**src/rtl/b32h_pkg.sv**
```systemverilog
`timescale 1ns / 1ps
// ----------------------------------------------------------------------------
// b32h_pkg
// shared types, constants and the symbol to ascii mapping of the encoder
// ----------------------------------------------------------------------------
package b32h_pkg;

  localparam int SymBits   = 5;
  localparam int CharBits  = 7;
  localparam int MaxChars  = 3;
  localparam int DigitSyms = 10;

  typedef logic [SymBits-1:0]  sym_t;
  typedef logic [CharBits-1:0] char_t;

  // characters produced by one byte, oldest first
  typedef struct packed {
    sym_t [MaxChars-1:0] syms;
    logic [1:0]          count;
    logic                last;
  } burst_t;

  // '0'-'9' then 'A'-'V'
  function automatic char_t sym_to_char(input sym_t sym);
    char_t c;
    if (sym < sym_t'(DigitSyms)) begin
      c = char_t'(7'd48) + char_t'(sym);
    end else begin
      c = char_t'(7'd55) + char_t'(sym);
    end
    return c;
  endfunction

endpackage

```
**src/rtl/b32h_if.sv**
```systemverilog
`timescale 1ns / 1ps
// ----------------------------------------------------------------------------
// b32h byte and character channels
// valid/ready channels for message bytes in and encoded characters out
// ----------------------------------------------------------------------------
interface b32h_byte_if;
  logic       valid;
  logic       ready;
  logic [7:0] data_byte;
  logic       last_byte;

  modport source (output valid, output data_byte, output last_byte, input ready);
  modport sink   (input valid, input data_byte, input last_byte, output ready);
endinterface

interface b32h_char_if;
  logic       valid;
  logic       ready;
  logic [6:0] code_char;
  logic       last_char;

  modport source (output valid, output code_char, output last_char, input ready);
  modport sink   (input valid, input code_char, input last_char, output ready);
endinterface

```
**src/rtl/b32h_pack.sv**
```systemverilog
`timescale 1ns / 1ps
// ----------------------------------------------------------------------------
// b32h_pack
// joins leftover bits with a new byte and cuts the result into 5-bit symbols
// ----------------------------------------------------------------------------
module b32h_pack (
  input  logic              clk,
  input  logic              rst,
  input  logic              load,
  input  logic [7:0]        data_byte,
  input  logic              last_byte,
  output b32h_pkg::burst_t  burst
);

  logic [3:0]  leftover_bits;
  logic [2:0]  leftover_count;
  logic [3:0]  leftover_bits_next;
  logic [2:0]  leftover_count_next;

  logic [2:0]  cnt;
  logic [3:0]  keep_mask;
  logic [11:0] acc;
  logic [11:0] win;
  logic [3:0]  total;
  logic        two;
  logic [2:0]  rem;
  logic        pad;

  always_comb begin
    cnt       = (leftover_count > 3'd4) ? 3'd4 : leftover_count;
    keep_mask = (4'b0001 << cnt) - 4'd1;
    acc       = {leftover_bits & keep_mask, data_byte};
    // left justify so the oldest bit sits at the top
    win       = acc << (3'd4 - cnt);
    total     = {1'b0, cnt} + 4'd8;
    two       = (total >= 4'd10);
    rem       = two ? 3'(total - 4'd10) : 3'(total - 4'd5);
    pad       = last_byte && (rem != 3'd0);

    burst.syms[0] = win[11:7];
    burst.syms[1] = win[6:2];   // also the padded char when only one group
    burst.syms[2] = {win[1:0], 3'b000};
    burst.count   = {1'b0, two} + 2'd1 + {1'b0, pad};
    burst.last    = last_byte;

    if (last_byte) begin
      leftover_bits_next  = 4'd0;
      leftover_count_next = 3'd0;
    end else begin
      leftover_bits_next  = acc[3:0] & ((4'b0001 << rem) - 4'd1);
      leftover_count_next = rem;
    end
  end

  always_ff @(posedge clk) begin
    if (rst) begin
      leftover_bits  <= '0;
      leftover_count <= '0;
    end else if (load) begin
      leftover_bits  <= leftover_bits_next;
      leftover_count <= leftover_count_next;
    end
  end

endmodule

```
**src/rtl/b32h_serial.sv**
```systemverilog
`timescale 1ns / 1ps
// ----------------------------------------------------------------------------
// b32h_serial
// result register for one byte's symbols, sent one character per transfer
// ----------------------------------------------------------------------------
module b32h_serial (
  input  logic              clk,
  input  logic              rst,
  input  logic              load,
  input  b32h_pkg::burst_t  burst,
  output logic              busy,
  output logic              done,
  b32h_char_if.source       code
);

  b32h_pkg::burst_t held;
  logic [1:0]       idx;
  logic             final_char;

  assign final_char     = (idx + 2'd1) == held.count;
  assign done           = busy && code.ready && final_char;
  assign code.valid     = busy;
  assign code.code_char = b32h_pkg::sym_to_char(held.syms[idx]);
  assign code.last_char = held.last && final_char;

  always_ff @(posedge clk) begin
    if (rst) begin
      busy <= 1'b0;
      idx  <= '0;
    end else if (load) begin
      busy <= 1'b1;
      idx  <= '0;
    end else if (done) begin
      busy <= 1'b0;
    end else if (busy && code.ready) begin
      idx  <= idx + 2'd1;
    end
  end

  always_ff @(posedge clk) begin
    if (load) begin
      held <= burst;
    end
  end

endmodule

```
**src/rtl/base32hex_encoder_unit.sv**
```systemverilog
`timescale 1ns / 1ps
// ----------------------------------------------------------------------------
// base32hex_encoder_unit
// unpadded base32hex encoder: one byte in, one to three ascii characters out
// ----------------------------------------------------------------------------
//  channel  dir  payload                       role
//  msg      in   data_byte[7:0], last_byte     message bytes, last marks end
//  code     out  code_char[6:0], last_char     '0'-'9','A'-'V', last marks end
//
//  a byte transfer lands in an input register; the next cycle it is split
//  into symbols and loaded into the result register once that is free, and
//  its characters are then offered from the result register
//  characters leave one per cycle while code is ready; the input register
//  takes a new byte only the cycle after the held byte moves on, so it can
//  take the next byte while the result register still sends characters
//  rst is synchronous, clears the leftover bits and all valid flags and
//  holds msg ready low
//  a stalled output holds the current character; no transfer is dropped
// ----------------------------------------------------------------------------
module base32hex_encoder_unit (
  input  logic         clk,
  input  logic         rst,
  b32h_byte_if.sink    msg,
  b32h_char_if.source  code
);

  // input register
  logic       pend_valid;
  logic [7:0] pend_byte;
  logic       pend_last;

  logic             busy;
  logic             done;
  logic             load;
  b32h_pkg::burst_t burst;

  // the input side only sees a registered flag, held off during reset
  assign msg.ready = !rst && !pend_valid;

  // move the held byte on when the result register is empty or emptying
  assign load = pend_valid && (!busy || done);

  always_ff @(posedge clk) begin
    if (rst) begin
      pend_valid <= 1'b0;
    end else if (msg.valid && msg.ready) begin
      pend_valid <= 1'b1;
    end else if (load) begin
      pend_valid <= 1'b0;
    end
  end

  always_ff @(posedge clk) begin
    if (msg.valid && msg.ready) begin
      pend_byte <= msg.data_byte;
      pend_last <= msg.last_byte;
    end
  end

  // symbol split and leftover bit buffer
  b32h_pack u_pack (
    .clk       (clk),
    .rst       (rst),
    .load      (load),
    .data_byte (pend_byte),
    .last_byte (pend_last),
    .burst     (burst)
  );

  // result register and character output
  b32h_serial u_serial (
    .clk   (clk),
    .rst   (rst),
    .load  (load),
    .burst (burst),
    .busy  (busy),
    .done  (done),
    .code  (code)
  );

endmodule
```
**src/flat_wrapper.sv**
```systemverilog
// flat-port wrapper written by rule: the top's interface ports become plain ports
module base32hex_encoder_unit_flat 
  (clk, rst, msg_valid, msg_data_byte, msg_last_byte, msg_ready, code_valid, code_code_char, code_last_char, code_ready);
  b32h_byte_if msg_i ();
  b32h_char_if code_i ();
  input  logic clk;
  input  logic rst;
  input wire logic [$bits(msg_i.valid)-1:0] msg_valid;
  input wire logic [$bits(msg_i.data_byte)-1:0] msg_data_byte;
  input wire logic [$bits(msg_i.last_byte)-1:0] msg_last_byte;
  output wire logic [$bits(msg_i.ready)-1:0] msg_ready;
  output wire logic [$bits(code_i.valid)-1:0] code_valid;
  output wire logic [$bits(code_i.code_char)-1:0] code_code_char;
  output wire logic [$bits(code_i.last_char)-1:0] code_last_char;
  input wire logic [$bits(code_i.ready)-1:0] code_ready;
  assign msg_i.valid = msg_valid;
  assign msg_i.data_byte = msg_data_byte;
  assign msg_i.last_byte = msg_last_byte;
  assign msg_ready = msg_i.ready;
  assign code_valid = code_i.valid;
  assign code_code_char = code_i.code_char;
  assign code_last_char = code_i.last_char;
  assign code_i.ready = code_ready;
  base32hex_encoder_unit u_core (.clk(clk), .rst(rst), .msg(msg_i), .code(code_i));
endmodule
```
**config.mk**
```make
export PLATFORM = sky130hd
export DESIGN_NAME = base32hex_encoder_unit_flat
export DESIGN_NICKNAME = d
export VERILOG_FILES = /design/src/rtl/b32h_pkg.sv /design/src/rtl/b32h_if.sv /design/src/rtl/b32h_pack.sv /design/src/rtl/b32h_serial.sv /design/src/rtl/base32hex_encoder_unit.sv /design/src/flat_wrapper.sv
export SDC_FILE = /design/constraint.sdc
export NUM_CORES = 1
export LEC_CHECK = 0
export ABC_CLOCK_PERIOD_IN_PS = 2900
export BUFFER_PORTS_ARGS = -buffer_cell sky130_fd_sc_hd__buf_4
export CORE_MARGIN = 3
export CORE_UTILIZATION = 58
export DETAILED_ROUTE_END_ITERATION = 8
export PLACE_DENSITY = 0.81
export SLEW_MARGIN = 20
export SYNTH_ARGS = -nofsm -noshare
export SYNTH_HDL_FRONTEND = slang
export SYNTH_SLANG_ARGS = --single-unit
```
**constraint.sdc**
```tcl
create_clock -name clk -period 2.9 [get_ports clk]
set_clock_uncertainty 0.15 [all_clocks]
set_input_delay 0.87 -clock clk [delete_from_list [all_inputs] [get_ports clk]]
set_output_delay 0.87 -clock clk [all_outputs]
set_load 0.01 [all_outputs]
```
== After elaboration in Yosys (flattened, before gate mapping) ==
Cells that the tools add are included.

* Flip-flop bits (word level): 35
* Bits of input ports: 13
* Word-level logic and storage cells: 61

* Add/sub/neg operators: 11
* Order comparisons: 4
* Equal/unequal tests: 1
* Shift operators: 3
* Multiplexer cells: 11
* Bitwise operators: 3
* Reduce and logical (&&, ||, !) cells: 16

{| class="wikitable"
|+ Operators with widths
! cell !! count
|-
| 6-bit by 5-bit adder with 7-bit output (first input constant) || 2
|-
| 12-bit by 3-bit left shift with 12-bit output || 1
|-
| 5-bit binary-select mux with 2-bit select || 1
|-
| 3-bit two-way mux || 3
|-
| 4-bit AND || 2
|-
| 1-bit by 3-bit left shift with 4-bit output (first input constant) || 2
|-
| 4-bit by 1-bit subtractor with 4-bit output (second input constant) || 2
|-
| 1-bit logical AND || 7
|-
| 7-bit two-way mux || 1
|-
| 5-bit by 4-bit < comparator with 1-bit output (second input constant) || 1
|-
| 5-bit two-way mux || 1
|-
| 3-bit by 4-bit adder with 4-bit output (second input constant) || 1
|-
| 4-bit >= comparator (second input constant) || 1
|-
| 1-bit two-way mux || 4
|-
| 4-bit two-way mux || 1
|-
| 2-bit nonzero test || 2
|-
| 3-bit > comparator (second input constant) || 1
|-
| 1-bit logical NOT || 3
|-
| 2-bit by 3-bit < comparator with 1-bit output (second input constant) || 1
|-
| 3-bit nonzero test || 1
|-
| 3-bit by 2-bit subtractor with 3-bit output (second input constant) || 1
|-
| 3-bit subtractor (first input constant) || 1
|-
| 3-bit subtractor (second input constant) || 1
|-
| 1-bit by 1-bit adder with 2-bit output (second input constant) || 1
|-
| other kinds (7) || 7
|}

== Longest topological paths before layout ==
Gate-level depths: netlist (run 1).

* Word-level depth: 9
* Gate-level depth with buffers: 11
* Gate-level depth less buffers: 8

== Hierarchy ==
Synthesis (run 1) repeated with hierarchy kept, for this count alone.

* Cells, all modules: 210
* Area, all modules: 2379.8 um^2

{| class="wikitable"
|+ By module, submodules not included
! module !! times used !! cells an instance !! area an instance (um^2) !! sequential area each (um^2)
|-
| b32h_serial || 1 || 76 || 1072.3 || 600.6
|-
| b32h_pack || 1 || 118 || 975.9 || 140.1
|-
| base32hex_encoder_unit || 1 || 16 || 331.6 || 290.3
|}

== Least setup slack after synthesis (run 1) ==
Ideal clock, no wire load.

* Path type: flip-flop to output port
* From: reg u_core.u_serial.idx[0]
* To: out code_code_char[6]
* Arrival time: 1.595 ns
* Data required time: 1.880 ns
* Setup slack: 0.285 ns
* Stages on the path, launching flop included: 9
* Path buffers: 2
* Path through: dfxtp_1 -> buf_2 -> buf_6 -> mux2i_1 -> or2_2 -> ha_1 -> nor3_1 -> o21a_1 -> or2_1

* Longest elaborated chain between the ends: 4

{| class="wikitable"
|+ Ends and longest elaborated chain
! item !! line !! RTL
|-
| from (decl) || b32h_serial.sv:17 || <nowiki>logic [1:0] idx;</nowiki>
|-
| from (signal assigned) || b32h_serial.sv:36 || <nowiki>idx <= idx + 2'd1;</nowiki>
|-
| 5-bit binary-select mux with 2-bit select * || b32h_serial.sv:23 || <nowiki>assign code.code_char = b32h_pkg::sym_to_char(held.syms[idx]);</nowiki>
|-
| 5-bit two-way mux (not written as such) * || b32h_serial.sv:23 ||
|-
| 6-bit by 5-bit adder with 7-bit output, or another cell as far along || b32h_pkg.sv:29 || <nowiki>c = char_t'(7'd55) + char_t'(sym);</nowiki>
|-
| 7-bit two-way mux * || b32h_pkg.sv:26 || <nowiki>if (sym < sym_t'(DigitSyms)) begin</nowiki>
|-
| to (decl) || flat_wrapper.sv:13 || <nowiki>output wire logic [$bits(code_i.code_char)-1:0] code_code_char;</nowiki>
|}

Every way passes the cells marked *; elsewhere a longest branch is shown, timed or not. The select of a mux whose other input is x is not followed.

== Final worst setup path (run 1) ==
Same ends and word-level chain as after synthesis.

==> summary.txt, run 1 <==
Run status
  • Status: complete, no violations

Floorplanning
  • Die height: 66.7 um
  • Row cnt: 21
  • Initial Utilization: 62.2%
  • Die ar.: 0.00445 sq mm
  • IO Pins: 23
  • Die Wd: roughly 67 um
  • Core Box Area: approximately 0.0034 sq mm

Worst hold path
  • Worst hold path class: register to register

Clocking
  • Clock tree root driver cell: clkbuf_8
  • Worst-path clk slew: 0.07 ns
  • Clk_lat worst skew: 0.28 ns
  • Number of buffers created by CTS: 5
  • Clock sinks: 35
  • Clock Path Buffers: 2
  • H-tree depth: 2
  • CTS Hold Bufs: 0
  • CTS tree: built
  • Post-CTS Setup Bufs: 0

Place
  • DP HPWL: 3300 um
  • Final RePlAce weighted congestion: 0.834
  • Port Buffers: 22
  • Placed cell area: 0.00234 sq mm
  • Post-Place Cells: 266
  • Dpl ws: roughly 0.16 ns

Pwr
  • Sw frac: 26.8%
  • Cell-internal power: between 0.9 and 1 mW
  • VDD IR-drop max: 0.382 mV
  • Power per cell area: ~500 mW/mm^2
  • Leakage: 0.921 nW
  • Pwr Total: 1.24 mW
  • Power share of the clock group: about 28%
  • Flop pwr share: about half
  • Comb power frac: 23.7%
  • Net switching power: 0.333 mW

Routing
  • First-pass detailed-route iteration total: 4
  • Detailed Route WL: 4220 um
  • Drt initial violations: 84
  • Wire per inst: 15.4 um
  • Residual DRC: 0
  • Vias per std cell: 5.97
  • Vias: approximately 1600
  • DRT antenna net count: 0

Synth
  • Synth Instances: 203
  • Main flop type after synthesis: edfxtp_1
  • FF+latch count, synth: 35
  • Syn_area_per_cell: about 11 sq um
  • Mapped cell area: 0.00214 sq mm
  • Post-synth EDFFs: 24
  • Ys async rst share: 0%
  • Post-synthesis sequential area ratio: 44.0%
  • Ys Warns: 0
  • Unique masters post-synth: 52
  • Synthesized Nets: 222

Cells and area
  • Area Growth Syn to Fin: 15.8%
  • Final core occ: 72.0%
  • NumNets Final: 246
  • Filler Cell Count: 254
  • ANT cells: 0
  • Post-layout instance area: between 0.002 and 0.0025 sq mm
  • Layout Cells excl Fill: 274
  • Layout cells sized above 1: 27.6%

Global route
  • GRT overflow: 0
  • GRT Total Usage: 22.3%
  • Largest net degree at the start of global routing: 18
  • Vias in the first global route: 1622
  • First-pass GRT wire length: about 7300 um
  • Initial antenna violation count: 0

Worst setup path
  • Crit path arrival time: 1.82 ns
  • Critical Path End Type: output port
  • CP required: 1.88 ns
  • Worst Path Class, Setup: register to output port
  • Critical path fanouts, max: 7
  • CP Launch Type: register

STA
  • Rel. slew slack: 64.0%
  • Slew Viols, Final: 0
  • Max Fclk: 352 MHz
  • Final setup vio count: 0
  • Tmin final: approximately 2.8 ns
  • WHS: 0.331 ns
  • Fin. Hold Viols: 0
  • RSZ-0062 raised after global routing: yes
  • Final worst path period share: 98.1%
  • TNS Setup: 0 ns
  • Final setup margin: between 0.05 and 0.06 ns
  • Tightest Pin Transition: 0.535 ns

Run
  • # Max-Cap Violations: 0
[flip-flops by register name (all words and copies together) (netlist names)]
| name | cells |
|---|---|
| u_core.u_serial.held | 15 |
| u_core.pend_last | 1 |
| u_core.pend_valid | 1 |
| u_core.u_pack.leftover_bits | 4 |
| u_core.u_serial.busy | 1 |
| u_core.u_pack.leftover_count | 3 |
| u_core.pend_byte | 8 |
| u_core.u_serial.idx | 2 |
[layout by cell type (no fill, tap or decap), types with 3 or more instances in the layout]
cell | Yosys | routed
nand4b_1 | 3 | 3
a31oi_1 | 4 | 4
nor2_1 | 10 | 9
dfxtp_1 | 11 | 9
mux2_2 | 7 | 7
buf_4 | 0 | 28
ha_1 | 6 | 5
nand2b_1 | 4 | 4
nand3_1 | 9 | 9
inv_1 | 13 | 12
nor2b_1 | 5 | 5
a21oi_1 | 11 | 11
o21ai_0 | 4 | 4
o21ai_1 | 8 | 7
nor3_1 | 5 | 4
nor4_1 | 3 | 3
clkbuf_8 | 0 | 6
edfxtp_1 | 24 | 24
mux2i_2 | 1 | 4
mux2i_1 | 18 | 15
nand2_1 | 8 | 8
[synth_stat cells, types with 2 or more instances]
library cell,instances,share of area (%)
a31oi_1,4,1.2
mux2i_1,18,8.4
o2111ai_1,2,0.82
nand2b_1,4,1.2
o22ai_1,2,0.58
ha_1,6,3.5
nand3b_1,2,0.70
nor2_1,10,1.8
nor3_1,5,1.2
nor4_1,3,0.88
nand4b_1,3,1.2
nand3_1,9,2.1
edfxtp_1,24,34
buf_2,2,0.47
inv_1,13,2.3
buf_6,2,1.1
o21ai_1,8,1.9
nand2_1,8,1.4
dfxtp_1,11,10
mux4_2,2,2.1
clkbuf_1,6,1.1
xnor2_1,2,0.82
o21a_1,2,0.70
o211ai_1,2,0.70
mux2_2,7,3.7
a211oi_1,2,0.70
o21ai_0,4,0.94
a21oi_1,11,2.6
a21o_1,2,0.70
nor2b_1,5,1.5
[metal layers]
layer | GRT usage (%) | wire (um) | vias up
met1 | 24.2 | 1650 | 768
met4 | 13.7 | 141 | 0
met2 | 39.0 | 2200 | 50
met3 | 5.23 | 219 | 13
li1 | - | - | 806
met5 | 0 | 0 | -
[worst max-delay path: stages, from the launching register on]
cell and delay, ns:
dfxtp_4 0.40, mux2i_2 0.26, or2_4 0.18, ha_4 0.13
nor3_2 0.04, o21a_1 0.19, or2_1 0.22, buf_6 0.12
[cell type report]
type	instances	area, sq um	share of cell area [%]
sequential	35	946	38.2
tap	46	57.6	2.32
clock buffer	7	86.3	3.48
inverter	14	60.1	2.42
multi-input combinational	142	1100	44.5
timing repair buffer	29	221	8.94
clock inverter	1	3.75	0.152
[cell families (layout without fill, tap and decap cells)]
group                    after synthesis  in the layout  share of synthesized area, %
XOR/XNOR                               4              4                          1.99
AND/OR/NAND/NOR                       58             58                          15.0
multiplexers                          29             29                          15.9
AO/OA/AOI/OAI                         44             44                          12.8
adder cells (fa/ha/maj)                7              7                          4.03
buffers and inverters                 26             51                          6.26
flip-flops                            35             35                          44.0
[repair_timing]
item / in CTS / in global routing
pin swaps: 0 / 4
setup endpoints to repair: 5 / 6
gates cloned: 0 / 0
resized for setup: 5 / 9
[path summary, 6_finish.rpt]
check | from | end | slack [ns] | cells past startpoint
setup / recovery | u_core.u_serial.idx[0] | code_code_char[6] | 0.06 | 7
hold / removal | u_core.u_pack.leftover_bits[3] | u_core.u_pack.leftover_bits[3] | 0.33 | 2
setup reg to reg | u_core.u_pack.leftover_count[0] | u_core.u_serial.held[6] | 0.40 | 9
hold reg to reg | u_core.u_pack.leftover_bits[3] | u_core.u_pack.leftover_bits[3] | 0.33 | 2
[power groups by stage]
stage	clock network (mW)	registers, mW	logic [mW]
after floorplan	0	0.599	0.199
after global placement	0	0.606	0.270
after detailed placement	0	0.608	0.283
after CTS	0.358	0.597	0.286
after global routing	0.387	0.602	0.325
final	0.348	0.598	0.294
No activity file was read; power rests on OpenSTA's default activity.
==> run 2, diff against run 1 <==
--- a/config.mk
+++ b/config.mk
@@ -7,6 +7,7 @@
 export LEC_CHECK = 0
 export ABC_CLOCK_PERIOD_IN_PS = 2900
 export BUFFER_PORTS_ARGS = -buffer_cell sky130_fd_sc_hd__buf_4
+export CORE_ASPECT_RATIO = 1.4
 export CORE_MARGIN = 3
 export CORE_UTILIZATION = 58
 export DETAILED_ROUTE_END_ITERATION = 8
==> run 2 against run 1 <==
  * Clock power grew 7.8%
  * Global-route usage decreased by 0.96 points
  * Sequential cell count stayed put
  * Non-clock buffer count grew 2
  * Critical path depth grew 1
  * Combinational power rose by 3%
  * Power is 2.9% higher
  * Cell area grew 1.6%
  * Via count up 2.4%
  * Worst hold slack gained 0.0078 ns
  * Die area is 0.23% higher
==> summary.txt, run 2 (same netlist as run 1, synthesis figures left out) <==
Pwr
  • VDD IR-drop max: 0.351 mV (-8.0%)
  • Cell-internal power: 0.938 mW (+3.4%)
  • Flop pwr share: 47.0% (-1.3 points)
  • Sw frac: 26.5% (-0.33 points)
  • Comb power frac: 23.7% (about the same)
  • Leakage: 0.940 nW (+2.1%)
  • Net switching power: 0.338 mW (+1.6%)
  • Power share of the clock group: 29.3% (+1.2 points)
  • Power per cell area: 507 mW/mm^2 (+1.3%)

Worst hold path
  • Worst hold path class: register to register
  • Worst min-delay path endpoint: u_core.u_pack.leftover_bits[0]
  • Hold Path Depth: 2 (unchanged)
  • Worst min-delay path startpoint: u_core.u_pack.leftover_bits[0]

Clocking
  • CTS tree: built
  • Clk_lat worst skew: 0.29 ns (about the same)
  • Clock sinks: 35 (unchanged)
  • Number of buffers created by CTS: 5 (unchanged)
  • Worst-path clk slew: 0.06 ns (about the same)
  • H-tree depth: 2 (unchanged)
  • CTS Hold Bufs: 0 (unchanged)
  • Clock tree root driver cell: clkbuf_8
  • Clock Path Buffers: 2 (unchanged)

Cells and area
  • Area Growth Syn to Fin: 17.7%
  • Most frequent cells in the layout: buf_4, edfxtp_1, mux2i_1
  • Commonest non-fill, non-tap cell in the layout: buf_4
  • NumNets Final: 248 (+0.81%)
  • Filler Cell Count: 250 (-1.6%)
  • Post-layout instance area: 0.00252 sq mm (+1.6%)
  • Layout Cells excl Fill: 269 (-1.8%)
  • Top Registers: u_core.u_serial.held x15, u_core.pend_byte x8, u_core.u_pack.leftover_bits x4
  • Layout cells sized above 1: 29.3% (+1.6 points)
  • Reg with most FFs: u_core.u_serial.held
  • Final core occ: 72.5% (+0.53 points)
  • Number of flip-flops in the largest register: 15 (unchanged)
  • ANT cells: 0 (unchanged)

Worst setup path
  • FF-to-FF path depth: 9 (unchanged)
  • CP required: 1.88 ns (about the same)
  • RR Startpoint: u_core.u_pack.leftover_count[2]
  • Crit path arrival time: 1.83 ns (about the same)
  • Reg-to-reg critical path endpoint: u_core.u_serial.held[6]
  • Critical path fanouts, max: 4 (-3)
  • R2r setup slk: 0.42 ns (+0.02 ns)
  • CP Launch Type: register
  • Setup crit start: u_core.u_serial.idx[0]
  • Critical Path End Type: output port
  • Worst Path Class, Setup: register to output port

STA
  • Final setup margin: 0.0534 ns (-0.00225 ns)
  • Slew Viols, Final: 0 (unchanged)
  • TNS Setup: 0 ns (unchanged)
  • Tightest Pin Transition: 0.490 ns (-0.0452 ns)
  • RSZ-0062 raised after global routing: yes
  • Tmin final: 2.85 ns (+0.00225 ns)
  • Max Fclk: 351 MHz (about the same)
  • Fin. Hold Viols: 0 (unchanged)
  • Final setup vio count: 0 (unchanged)
  • Final worst path period share: 98.2% (about the same)
  • Rel. slew slack: 67.2% (+3.2 points)

Place
  • Final RePlAce weighted congestion: 0.912 (+9.3%)
  • Post-Place Cells: 260 (-2.3%)
  • DP HPWL: 3490 um (+5.7%)
  • Dpl ws: 0.259 ns (+0.0965 ns)
  • Placed cell area: 0.00233 sq mm (-0.32%)
  • Port Buffers: 22 (unchanged)

Global route
  • GRT Total Usage: 21.4% (-0.96 points)
  • Largest net degree at the start of global routing: 18 (unchanged)
  • Vias in the first global route: 1676 (+3.3%)
  • Initial antenna violation count: 0 (unchanged)
  • GRT overflow: 0 (unchanged)
  • First-pass GRT wire length: 7420 um (+2.4%)

Routing
  • Vias per std cell: 6.23 (+4.3%)
  • DRT antenna net count: 0 (unchanged)
  • Detailed Route WL: 4490 um (+6.3%)
  • Wire per inst: 16.7 um (+8.3%)
  • Drt initial violations: 81 (-3.6%)
  • Vias: 1677 (+2.4%)
  • First-pass detailed-route iteration total: 4 (unchanged)
  • Residual DRC: 0 (unchanged)

Floorplanning
  • Die Wd: 57.3 um (-14%)
  • IO Pins: 23 (unchanged)
  • Row cnt: 25 (+19%)
  • Die height: 77.9 um (+17%)
  • Die ar.: 0.00446 sq mm (+0.23%)
  • Core Box Area: 0.00347 sq mm (+0.87%)
  • Initial Utilization: 61.6% (-0.54 points)

Run
  • # Max-Cap Violations: 0 (unchanged)

Run status
  • Status: complete, no violations
run 2: critical path: stages, from the launching register on:
cell	delay, ns
dfxtp_4	0.38
mux2i_2	0.24
nor2_2	0.10
inv_2	0.08
ha_4	0.14
nor3_2	0.04
o21a_1	0.20
or2_1	0.22
buf_4	0.14
run 2: routing by layer:
metal	wire length [um]	global-route usage, %
met1	1610	21.3
met5	0	0
met3	174	4.66
met2	2570	41.2
met4	136	8.58
run 2: repair_timing:
| item | 4_1_cts | 5_1_grt |
|---|---|---|
| endpoints found under the setup margin | 6 | 6 |
| gates resized for setup | 4 | 13 |
| setup buffers | 0 | 2 |
| pin swaps | 1 | 1 |
run 2: how the worst max path moves through the flow:
stage	slack, ns	to	depth (start not counted)
finish	0.05	code_code_char[6]	8
global route	-0.02	code_code_char[6]	7
CTS	0.03	code_code_char[4]	7
detailed placement	0.26	code_code_char[1]	6
global placement	0.35	code_code_char[4]	7
floorplan	0.29	code_code_char[6]	8
run 2: per-stage QoR:
step                      hold slack, ns  power [mW]
final                              0.338        1.28
after global routing               0.369        1.34
after CTS                          0.348        1.27
after detailed placement           0.339       0.890
after global placement             0.313       0.875
after floorplan                    0.289       0.798
run 2: final cells by class:
cell class	count	area [sq um]	area share, %
Inverter	14	60.1	2.39
Sequential cell	35	945	37.5
Timing Repair Buffer	31	233	9.24
Tap cell	40	50.0	1.99
Multi-Input combinational cell	142	1130	45.0
Clock buffer	7	97.6	3.88
run 2: power groups by stage:
stage | logic [mW] | registers, mW | clock network (mW)
floorplan | 0.199 | 0.599 | 0
global placement | 0.269 | 0.606 | 0
detailed placement | 0.282 | 0.608 | 0
CTS | 0.285 | 0.598 | 0.383
global route | 0.331 | 0.603 | 0.403
finish | 0.302 | 0.600 | 0.375
